===== src/scc_pkg.sv =====
// shared types, widths and constants for the segmentation confusion counter
package scc_pkg;

   localparam int PAL_SLOTS       = 6;
   localparam int COLOR_W         = 24;
   localparam int CLS_W           = 3;
   localparam int OUT_W           = 32;
   localparam int CSR_ADDR_W      = 5;
   localparam int CSR_DATA_W      = 32;
   localparam int NUM_CLASSES_DEF = 6;
   localparam int COUNT_BITS_DEF  = 32;

   typedef logic [COLOR_W-1:0] color_type;

   localparam color_type PAL_RESET [PAL_SLOTS] = '{
      24'hFFFFFF, 24'hFF0000, 24'hFFFF00, 24'h00FF00, 24'h00FFFF, 24'h0000FF
   };

   typedef struct packed {
      color_type reference_color;
      color_type predicted_color;
      logic      final_pixel;
   } req_type;

   typedef struct packed {
      logic [CLS_W-1:0] reference_class;
      logic [OUT_W-1:0] count_as_class_0;
      logic [OUT_W-1:0] count_as_class_1;
      logic [OUT_W-1:0] count_as_class_2;
      logic [OUT_W-1:0] count_as_class_3;
      logic [OUT_W-1:0] count_as_class_4;
      logic [OUT_W-1:0] count_as_class_5;
      logic [OUT_W-1:0] true_positives;
      logic [OUT_W-1:0] false_positives;
      logic [OUT_W-1:0] false_negatives;
      logic             last_row;
   } rsp_type;

   typedef enum logic [2:0] {
      ST_IDLE,
      ST_UPD,
      ST_DRAIN,
      ST_ROW_RD,
      ST_ROW_WAIT,
      ST_EMIT
   } state_type;

endpackage


===== src/segmentation_confusion_counter.sv =====
// segmentation confusion counter: palette match, counter memory and row readout
//
// A pixel pair is taken with start while busy is low. Both colors are matched
// against the palette; the highest matching index wins, no match gives class 0.
// The counts live in one synchronous memory (matrix cells, then TP, FP and FN
// per class) and are bumped read-modify-write, saturating, one entry a cycle.
// A pixel takes two reads through the single read port when its classes agree
// and three when they differ, plus the trailing write.
// On a pixel flagged final, the pixel is counted, then NUM_CLASSES rows are read
// out, NUM_CLASSES+3 memory reads each; each row is shown on rsp_payload with
// rsp_strobe high for one cycle, last_row on the last.
// The receiver cannot hold rows off. After the last row all counts clear at
// once through per-entry valid bits, so no clearing pass is needed.
// Palette registers sit on the csr port at byte address 4*i. The user must
// write them only while the block is idle; the block does not enforce it.
// Reset returns the palette to its default colors, zeroes all counts and
// aborts any readout in progress.
module segmentation_confusion_counter #(
   parameter int NUM_CLASSES = scc_pkg::NUM_CLASSES_DEF,
   parameter int COUNT_BITS  = scc_pkg::COUNT_BITS_DEF
) (
   input  logic                             clock,
   input  logic                             reset,
   input  logic                             start,
   output logic                             busy,
   input  scc_pkg::req_type                 req_payload,
   output logic                             rsp_strobe,
   output scc_pkg::rsp_type                 rsp_payload,
   input  logic                             csr_psel,
   input  logic                             csr_penable,
   input  logic                             csr_pwrite,
   input  logic [scc_pkg::CSR_ADDR_W-1:0]   csr_paddr,
   input  logic [scc_pkg::CSR_DATA_W-1:0]   csr_pwdata,
   output logic [scc_pkg::CSR_DATA_W-1:0]   csr_prdata,
   output logic                             csr_pready
);

   localparam int DEPTH   = NUM_CLASSES * NUM_CLASSES + 3 * NUM_CLASSES;
   localparam int ADDR_W  = $clog2(DEPTH);
   localparam int SLOTS   = NUM_CLASSES + 3;
   localparam int SLOT_W  = $clog2(SLOTS);
   localparam int TP_BASE = NUM_CLASSES * NUM_CLASSES;
   localparam int FP_BASE = TP_BASE + NUM_CLASSES;
   localparam int FN_BASE = FP_BASE + NUM_CLASSES;
   localparam int EXT_W   = (COUNT_BITS > scc_pkg::OUT_W) ? COUNT_BITS : scc_pkg::OUT_W;
   localparam int CLS_W   = scc_pkg::CLS_W;
   localparam int OUT_W   = scc_pkg::OUT_W;

   // palette registers
   scc_pkg::color_type pal_ff [scc_pkg::PAL_SLOTS];
   logic [2:0]         csr_idx;
   logic               csr_wr;

   assign csr_idx    = csr_paddr[4:2];
   assign csr_wr     = csr_psel & csr_penable & csr_pwrite;
   assign csr_pready = 1'b1;

   always_ff @(posedge clock) begin
      if (reset) begin
         for (int i = 0; i < scc_pkg::PAL_SLOTS; i++) begin
            pal_ff[i] <= scc_pkg::PAL_RESET[i];
         end
      end else if (csr_wr && csr_idx < 3'(scc_pkg::PAL_SLOTS)) begin
         pal_ff[csr_idx] <= csr_pwdata[scc_pkg::COLOR_W-1:0];
      end
   end

   always_comb begin
      csr_prdata = '0;
      if (csr_idx < 3'(scc_pkg::PAL_SLOTS)) begin
         csr_prdata = scc_pkg::CSR_DATA_W'(pal_ff[csr_idx]);
      end
   end

   // class match, highest index wins
   logic [CLS_W-1:0] ref_cls;
   logic [CLS_W-1:0] pred_cls;

   always_comb begin
      ref_cls  = '0;
      pred_cls = '0;
      for (int i = 0; i < scc_pkg::PAL_SLOTS; i++) begin
         if (i < NUM_CLASSES && pal_ff[i] == req_payload.reference_color) begin
            ref_cls = CLS_W'(i);
         end
         if (i < NUM_CLASSES && pal_ff[i] == req_payload.predicted_color) begin
            pred_cls = CLS_W'(i);
         end
      end
   end

   // control state
   scc_pkg::state_type state_ff, state_in;
   logic [CLS_W-1:0]   ref_ff, ref_in;
   logic [CLS_W-1:0]   pred_ff, pred_in;
   logic               final_ff, final_in;
   logic [1:0]         op_ff, op_in;
   logic [CLS_W-1:0]   row_ff, row_in;
   logic [SLOT_W-1:0]  slot_ff, slot_in;

   logic               accept;
   logic               rd_en;
   logic [ADDR_W-1:0]  rd_addr;
   logic               upd_issue;
   logic               cap_issue;
   logic               clr_all;
   logic               last_op;

   assign busy   = !(state_ff == scc_pkg::ST_IDLE ||
                     (state_ff == scc_pkg::ST_DRAIN && !final_ff));
   assign accept = start & ~busy;

   always_comb begin
      state_in   = state_ff;
      ref_in     = ref_ff;
      pred_in    = pred_ff;
      final_in   = final_ff;
      op_in      = op_ff;
      row_in     = row_ff;
      slot_in    = slot_ff;
      rd_en      = 1'b0;
      rd_addr    = '0;
      upd_issue  = 1'b0;
      cap_issue  = 1'b0;
      clr_all    = 1'b0;
      rsp_strobe = 1'b0;
      last_op    = (op_ff == 2'd1 && ref_ff == pred_ff) || op_ff == 2'd2;

      unique case (state_ff)
         scc_pkg::ST_IDLE: begin
         end
         scc_pkg::ST_UPD: begin
            rd_en     = 1'b1;
            upd_issue = 1'b1;
            unique case (op_ff)
               2'd0: rd_addr = ADDR_W'(ref_ff * NUM_CLASSES + pred_ff);
               2'd1: rd_addr = (ref_ff == pred_ff) ? ADDR_W'(TP_BASE + ref_ff)
                                                   : ADDR_W'(FN_BASE + ref_ff);
               2'd2: rd_addr = ADDR_W'(FP_BASE + pred_ff);
               default: rd_addr = '0;
            endcase
            if (last_op) begin
               state_in = scc_pkg::ST_DRAIN;
            end else begin
               op_in = op_ff + 2'd1;
            end
         end
         scc_pkg::ST_DRAIN: begin
            // last write of the pixel lands at the end of this cycle
            if (final_ff) begin
               state_in = scc_pkg::ST_ROW_RD;
               row_in   = '0;
               slot_in  = '0;
            end else begin
               state_in = scc_pkg::ST_IDLE;
            end
         end
         scc_pkg::ST_ROW_RD: begin
            rd_en     = 1'b1;
            cap_issue = 1'b1;
            priority if (slot_ff < SLOT_W'(NUM_CLASSES)) begin
               rd_addr = ADDR_W'(row_ff * NUM_CLASSES + slot_ff);
            end else if (slot_ff == SLOT_W'(NUM_CLASSES)) begin
               rd_addr = ADDR_W'(TP_BASE + row_ff);
            end else if (slot_ff == SLOT_W'(NUM_CLASSES + 1)) begin
               rd_addr = ADDR_W'(FP_BASE + row_ff);
            end else begin
               rd_addr = ADDR_W'(FN_BASE + row_ff);
            end
            if (slot_ff == SLOT_W'(SLOTS - 1)) begin
               state_in = scc_pkg::ST_ROW_WAIT;
            end else begin
               slot_in = slot_ff + 1'b1;
            end
         end
         scc_pkg::ST_ROW_WAIT: begin
            state_in = scc_pkg::ST_EMIT;
         end
         scc_pkg::ST_EMIT: begin
            rsp_strobe = 1'b1;
            if (row_ff == CLS_W'(NUM_CLASSES - 1)) begin
               clr_all  = 1'b1;
               state_in = scc_pkg::ST_IDLE;
            end else begin
               row_in   = row_ff + 1'b1;
               slot_in  = '0;
               state_in = scc_pkg::ST_ROW_RD;
            end
         end
         default: begin
            state_in = scc_pkg::ST_IDLE;
         end
      endcase

      if (accept) begin
         ref_in   = ref_cls;
         pred_in  = pred_cls;
         final_in = req_payload.final_pixel;
         op_in    = '0;
         state_in = scc_pkg::ST_UPD;
      end
   end

   always_ff @(posedge clock) begin
      if (reset) begin
         state_ff <= scc_pkg::ST_IDLE;
         ref_ff   <= '0;
         pred_ff  <= '0;
         final_ff <= 1'b0;
         op_ff    <= '0;
         row_ff   <= '0;
         slot_ff  <= '0;
      end else begin
         state_ff <= state_in;
         ref_ff   <= ref_in;
         pred_ff  <= pred_in;
         final_ff <= final_in;
         op_ff    <= op_in;
         row_ff   <= row_in;
         slot_ff  <= slot_in;
      end
   end

   // counter memory with valid bits; an invalid entry reads as zero
   logic [COUNT_BITS-1:0] mem [DEPTH];
   logic [DEPTH-1:0]      valid_ff;
   logic [COUNT_BITS-1:0] rdata_ff;
   logic                  rvalid_ff;
   logic                  upd_pend_ff;
   logic [ADDR_W-1:0]     upd_addr_ff;
   logic                  cap_en_ff;
   logic [SLOT_W-1:0]     cap_slot_ff;
   logic [COUNT_BITS-1:0] rd_value;
   logic [COUNT_BITS-1:0] inc_value;
   logic [EXT_W-1:0]      ext_value;
   logic [OUT_W-1:0]      clamp_value;

   assign rd_value    = rvalid_ff ? rdata_ff : '0;
   assign inc_value   = (&rd_value) ? rd_value : rd_value + 1'b1;
   assign ext_value   = EXT_W'(rd_value);
   assign clamp_value = (ext_value > EXT_W'({OUT_W{1'b1}})) ? {OUT_W{1'b1}}
                                                          : ext_value[OUT_W-1:0];

   always_ff @(posedge clock) begin
      if (rd_en) begin
         rdata_ff <= mem[rd_addr];
      end
      if (upd_pend_ff) begin
         mem[upd_addr_ff] <= inc_value;
      end
   end

   always_ff @(posedge clock) begin
      upd_addr_ff <= rd_addr;
      cap_slot_ff <= slot_ff;
      if (rd_en) begin
         rvalid_ff <= valid_ff[rd_addr];
      end
   end

   always_ff @(posedge clock) begin
      if (reset || clr_all) begin
         valid_ff <= '0;
      end else if (upd_pend_ff) begin
         valid_ff[upd_addr_ff] <= 1'b1;
      end
   end

   always_ff @(posedge clock) begin
      if (reset) begin
         upd_pend_ff <= 1'b0;
         cap_en_ff   <= 1'b0;
      end else begin
         upd_pend_ff <= upd_issue;
         cap_en_ff   <= cap_issue;
      end
   end

   // row buffer filled slot by slot during readout
   logic [OUT_W-1:0] rowbuf_ff [SLOTS];
   logic [OUT_W-1:0] col_cnt [scc_pkg::PAL_SLOTS];

   always_ff @(posedge clock) begin
      if (cap_en_ff) begin
         rowbuf_ff[cap_slot_ff] <= clamp_value;
      end
   end

   always_comb begin
      for (int j = 0; j < scc_pkg::PAL_SLOTS; j++) begin
         col_cnt[j] = '0;
         if (j < NUM_CLASSES) begin
            col_cnt[j] = rowbuf_ff[j];
         end
      end
      rsp_payload.reference_class  = row_ff;
      rsp_payload.count_as_class_0 = col_cnt[0];
      rsp_payload.count_as_class_1 = col_cnt[1];
      rsp_payload.count_as_class_2 = col_cnt[2];
      rsp_payload.count_as_class_3 = col_cnt[3];
      rsp_payload.count_as_class_4 = col_cnt[4];
      rsp_payload.count_as_class_5 = col_cnt[5];
      rsp_payload.true_positives   = rowbuf_ff[NUM_CLASSES];
      rsp_payload.false_positives  = rowbuf_ff[NUM_CLASSES + 1];
      rsp_payload.false_negatives  = rowbuf_ff[NUM_CLASSES + 2];
      rsp_payload.last_row         = (row_ff == CLS_W'(NUM_CLASSES - 1));
   end

endmodule


===== config.mk =====
export PLATFORM = sky130hd
export DESIGN_NAME = segmentation_confusion_counter
export DESIGN_NICKNAME = d
export VERILOG_FILES = /design/src/scc_pkg.sv /design/src/segmentation_confusion_counter.sv
export SDC_FILE = /design/constraint.sdc
export NUM_CORES = 2
export LEC_CHECK = 0
export BUFFER_PORTS_ARGS = -buffer_cell sky130_fd_sc_hd__buf_2
export CORE_ASPECT_RATIO = 0.5
export CORE_UTILIZATION = 55
export CTS_BUF_LIST = sky130_fd_sc_hd__clkbuf_16
export DETAILED_ROUTE_END_ITERATION = 10
export PLACE_DENSITY_LB_ADDON = 0.25
export SYNTH_ARGS = -nofsm -noshare
export SYNTH_HDL_FRONTEND = slang
export SYNTH_SLANG_ARGS = --single-unit

===== constraint.sdc =====
create_clock -name clock -period 8.3 [get_ports clock]
set_input_delay 2.075 -clock clock [delete_from_list [all_inputs] [get_ports clock]]
set_output_delay 2.075 -clock clock [all_outputs]
set_load 0.005 [all_outputs]

======== Yosys cells after proc, flatten, opt, wreduce, memory -nomap -nowiden ========
Memory sizes are Yosys's and may differ from the RTL's. A register that Yosys moved wholly into a read port is not among the register bits.
Cells that the tools add are included.
storage, ports and cells
  word-level logic and storage cells ...... 150
  output and inout port bits .............. 327
  memories kept ........................... 3
  input port bits ......................... 92
  RAM bits ................................ 2160
  register bits ........................... 86
cells by class
  $mul .................................... 2
  $add $sub $neg .......................... 12
  eq/ne operators ......................... 30
  $lt $le $gt $ge ......................... 6
  reductions and logical operators ........ 22
  bitwise operators ....................... 6
  multiplexer cells ....................... 55
memories
  name       depth  width  read ports  clocked after Yosys merged registers in  write ports  line                                   text
  mem        54     32     1           1                                        1            segmentation_confusion_counter.sv:225  logic [COUNT_BITS-1:0] mem [DEPTH];
  rowbuf_ff  9      32     9           0                                        1            segmentation_confusion_counter.sv:280  logic [OUT_W-1:0] rowbuf_ff [SLOTS];
  pal_ff     6      24     6           0                                        6            segmentation_confusion_counter.sv:50   scc_pkg::color_type pal_ff [scc_pkg::PAL_SLOTS];
operators by type and width
  operator                 number
  $eq A24 B24 Y1           10
  $mux W32                 3
  $or A54 B54 Y54          1
  $mux W24                 2
  $add A6 B3 Y6 const A    6
  $add A32 B1 Y32 const B  1
  $gt A32 B32 Y1 const B   1
  $reduce_and A32 Y1       1
  $mux W3                  9
  $mux W6                  4
  $reduce_or A24 Y1        1
  $mux W1                  21
  $pmux W3 S6              1
  $pmux W6 S3              1
  $lt A6 B7 Y1 const B     2
  $mux W2                  6
  $mux W4                  3
  $ne A2 B2 Y1 const B     6
  $pmux W4 S3              1
  $pmux W6 S2              1
  $mul A3 B2 Y5 const B    2
  $eq A3 B3 Y1 const B     3
  $reduce_and A3 Y1        3
  $eq A4 B3 Y1 const B     2
  30 further kinds         42

======== Longest topological paths before layout ========
  depth after elaboration ................. 8
  depth in mapped cells ................... 15
  gate-level depth less buffers ........... 12

======== Worst setup path after synthesis ========
OpenSTA, ideal clock, no wires.
  path type ............................... register to register
  from .................................... register rvalid_ff
  to ...................................... memory mem[0][26] (netlist name), data pin
  stages on the path, launching flop included .. 14
  path buffers ............................ 3
  setup time .............................. 0.643 ns
  setup slack ............................. 2.442 ns
  required time ........................... 7.657 ns
  clock period less this slack ............ 5.858 ns
  arrival ................................. 5.215 ns
  cell sequence ........................... edfxtp_1 clkbuf_1 clkbuf_1 and2_1 ha_1 nand4_1 or4_1 or4_4 buf_6 nand2_1 nor2_1 nand2_1 o21ai_0 a21boi_0
on the way
  cells in the longest elaborated chain, start to end .. 3
  elaborated cells on any way between the ends .. 4
  classes of those cells .................. add/sub (1); mux (2); reduce/logical (1)
RTL lines
  item                                                          line                                   text
  start, declared                                               segmentation_confusion_counter.sv:228  logic rvalid_ff;
  start signal, assigned                                        segmentation_confusion_counter.sv:257  rvalid_ff <= valid_ff[rd_addr];
  $mux W32 *                                                    segmentation_confusion_counter.sv:238  assign rd_value = rvalid_ff ? rdata_ff : '0;
  $add A32 B1 Y32 / $reduce_and A32 Y1 (equally long branches)  segmentation_confusion_counter.sv:239  assign inc_value = (&rd_value) ? rd_value : rd_value + 1'b1;
  $mux W32 *                                                    segmentation_confusion_counter.sv:239
  via inc_value[26]                                             segmentation_confusion_counter.sv:234  logic [COUNT_BITS-1:0] inc_value;
  end, declared                                                 segmentation_confusion_counter.sv:225
Mark *: on every way through the listed nets, which the timed path passes. The rest lies on a longest branch.

======== Worst setup path in the final report ========
  from .................................... input port csr_paddr[2] (netlist name)
  to ...................................... output port csr_prdata[7] (netlist name)
on the way
  cells in the longest elaborated chain, start to end .. 2
  elaborated cells on any way between the ends .. 3
  classes of those cells .................. order compare (1); mux (1); memory (1)
RTL lines
  item                                                   line                                  text
  start, declared                                        segmentation_confusion_counter.sv:32  input logic [scc_pkg::CSR_ADDR_W-1:0] csr_paddr,
  $mem_v2 Z6 W24 / $lt A3 B3 Y1 (equally long branches)  -
  $mux W24 *                                             segmentation_confusion_counter.sv:70  if (csr_idx < 3'(scc_pkg::PAL_SLOTS)) begin
  end, declared                                          segmentation_confusion_counter.sv:34  output logic [scc_pkg::CSR_DATA_W-1:0] csr_prdata,
Mark *: on every way between the ends. The rest lies on a longest branch, timed or not.

==> impl_metrics.env <==
export IMPL_status="completed"
export IMPL_setup_viol_count_final=0
export IMPL_routedWlPerCell_um=28.60
export IMPL_ys_warn_count=0
export IMPL_clock_path_buffers=4
export IMPL_num_vias=56200
export IMPL_grt_ovfl_total=0
export IMPL_cts_tree="built"
export IMPL_clk_pin_slew_ps=60
export IMPL_seq_area_frac_synth_pct=73.75
export IMPL_whs_ps=467.2
export IMPL_async_flop_share_pct=0
export IMPL_power_switching_mw=5.094
export IMPL_ant_nets=0
export IMPL_ys_seq_elements=2278
export IMPL_stdcell_count=9015
export IMPL_cts_root_buf="clkbuf_16"
export IMPL_p_seq_share_pct=55.1
export IMPL_cp_arrival_ps=4440
export IMPL_core_area_um2=164600
export IMPL_post_place_cells=8664
export IMPL_drive_gt1_share_pct=15.30
export IMPL_synthDistinctLibCells=81
export IMPL_worst_slew_pin_slew_ps=1319
export IMPL_rsz0062_at_grt="false"
export IMPL_min_path_type="reg2reg"
export IMPL_worstSetupStartpointType="input port"
export IMPL_end_kind="primary output"
export IMPL_die_x_um=579.2
export IMPL_grt_max_degree=163
export IMPL_track_usage_pct=30.41
export IMPL_totalWireLength_um=257800
export IMPL_synth_edff_count=2193
export IMPL_fillerInstances=11730
export IMPL_synth_area_um2=91600
export IMPL_synth_most_common_cell="edfxtp_1"
export IMPL_clk_insertion_delay_late_ps=860
export IMPL_syn_avg_cell_area_um2=14.53
export IMPL_grt_pass1_wl_um=370500
export IMPL_cts_inserted_buffers=197
export IMPL_syn_to_final_growth_pct=12.73
export IMPL_finClkSkew_ps=66.57
export IMPL_antenna_found_initial=8
export IMPL_io_buffers=399
export IMPL_hold_viol=0
export IMPL_multi_input_area_um2=22980
export IMPL_p_leak_nw=34.80
export IMPL_drt_pass1_iterations=6
export IMPL_cts_hold_buf=0
export IMPL_required_ps=6230
export IMPL_postCtsResizedCells=0
export IMPL_htreeDepth=4
export IMPL_drv_slew=0
export IMPL_p_int_mw=18.20
export IMPL_critical_path_class="in2out"
export IMPL_vdd_ir_drop_max_v=0.0001667
export IMPL_sw_frac_of_total_pct=21.87
export IMPL_synth_top_area_share_pct=71.89
export IMPL_clockPowerShare_pct=39.4
export IMPL_die_area_um2=168300
export IMPL_fmax_ghz=0.1535
export IMPL_gp_congestion=0.9241
export IMPL_rows=105
export IMPL_yosys_area_top_type="edfxtp_1"
export IMPL_comb_power_share_pct=5.5
export IMPL_power_density_nw_per_um2=225.6
export IMPL_relSlewSlack_pct=12.06
export IMPL_critPathMaxFanout=27
export IMPL_syn_inst=6304
export IMPL_synth_ff_type="edfxtp_1"
export IMPL_drv_cap=0
export IMPL_finalSetupTns_ps=0
export IMPL_fp_dieH_um=290.6
export IMPL_ios=419
export IMPL_drc=0
export IMPL_nNetsFinal=6787
export IMPL_postCtsSetupRepairBufs=0
export IMPL_grt_pass1_vias=54460
export IMPL_drt_iter0_markers=6820
export IMPL_vias_per_cell=6.234
export IMPL_dp_hpwl_um=155800
export IMPL_seq_area_um2=67550
export IMPL_clkSinkCount=2278
export IMPL_start_util_pct=55.65
export IMPL_netlist_top_cells_count="edfxtp_1 (2193), nand2_1 (1236), nand3_1 (588), mux2i_1 (423), clkbuf_1 (241)"
export IMPL_period_share_pct=78.48
export IMPL_synthTopCellsByArea="edfxtp_1 (72%), nand2_1 (5.1%), mux2i_1 (4.6%), nand3_1 (3.2%), dfxtp_1 (1.9%)"
export IMPL_final_min_clock_period_ps=6514
-- through the flow --
stage | area (um^2) | setup slack (ps) | util [%] | power [mW]
finish | 103300 | 1786 | 62.73 | 23.29
global route | 103300 | 1695 | 62.72 | 23.87
CTS | 103300 | 1785 | 62.72 | 23.32
detailed placement | 96950 | 1789 | 58.89 | 14.34
global placement | 96950 | 1771 | 58.89 | 14.31
floorplan | 91630 | 2442 | - | 13.79
-- final timing paths --
kind                              startpoint       endpoint  slack [ps]  cells past startpoint
worst min-delay path             valid_ff[3]    valid_ff[3]         470                      1
worst max-delay path            csr_paddr[2]  csr_prdata[7]        1790                      6
worst max register to register    slot_ff[1]   rdata_ff[15]        3100                     11
worst min register to register   valid_ff[3]    valid_ff[3]         470                      1
-- placed cells by master, fill, tap and decap left out, types with 85 or more instances in the layout --
| master | n |
|---|---|
| a21oi_1 | 98 |
| a32oi_1 | 103 |
| buf_2 | 399 |
| buf_4 | 155 |
| clkbuf_16 | 204 |
| dfxtp_1 | 85 |
| edfxtp_1 | 2193 |
| inv_1 | 101 |
| mux2i_1 | 423 |
| nand2_1 | 1236 |
| nand3_1 | 587 |
| nand4_1 | 96 |
| nor2_1 | 88 |
| xnor2_1 | 88 |
| xor2_1 | 166 |
-- layout make-up --
class	count	share of cell area, %
flip-flops and latches	2278	65.42
multi-input cells	3552	22.25
clock buffers	204	4.944
repair buffers	564	3.255
well taps	2193	2.657
clock inverters	144	1.164
inverters	77	0.2993
diodes	3	0.007270
-- power by group through the flow --
stage | Sequential (mW) | Combinational [mW] | Clock, mW
2_1_floorplan | 13.1 | 0.727 | 0
3_3_place_gp | 13.1 | 1.23 | 0
3_5_place_dp | 13.1 | 1.26 | 0
4_1_cts | 12.8 | 1.26 | 9.23
5_1_grt | 12.8 | 1.36 | 9.68
6_report | 12.8 | 1.29 | 9.17
-- registers in the layout (all words and copies together) (netlist names) --
signal / flops
mem: 1728
rowbuf_ff: 288
pal_ff: 144
valid_ff: 54
rdata_ff: 32
upd_addr_ff: 6
cap_slot_ff: 4
slot_ff: 4
pred_ff: 3
ref_ff: 3
row_ff: 3
state_ff: 3
op_ff: 2
cap_en_ff: 1
final_ff: 1
rvalid_ff: 1
upd_pend_ff: 1
-- routing by layer --
metal / global-route usage, % / part of all wire, % / up-vias
met5: 0 / 0.0050 / -
met4: 9.386 / 3.1 / 2
met3: 8.175 / 12 / 478
met2: 46.60 / 45 / 3173
met1: 42.78 / 40 / 28350
li1: - / - / 24200
-- cells by family after synthesis --
family          synth area share [%]
buf+inv                        2.195
other cells                 0.008198
xor+xnor                       2.648
simple gates                   10.95
fa+ha+maj                     0.3743
mux                            6.282
flops                          73.75
compound gates                 3.799
-- worst max-delay path, cell delays in order --
cell and delay [ps]:
buf_2 780, buf_4 490, mux4_2 550, inv_1 230
o22ai_1 130, buf_2 170
Note: power is estimated with default switching activity, not from simulation.
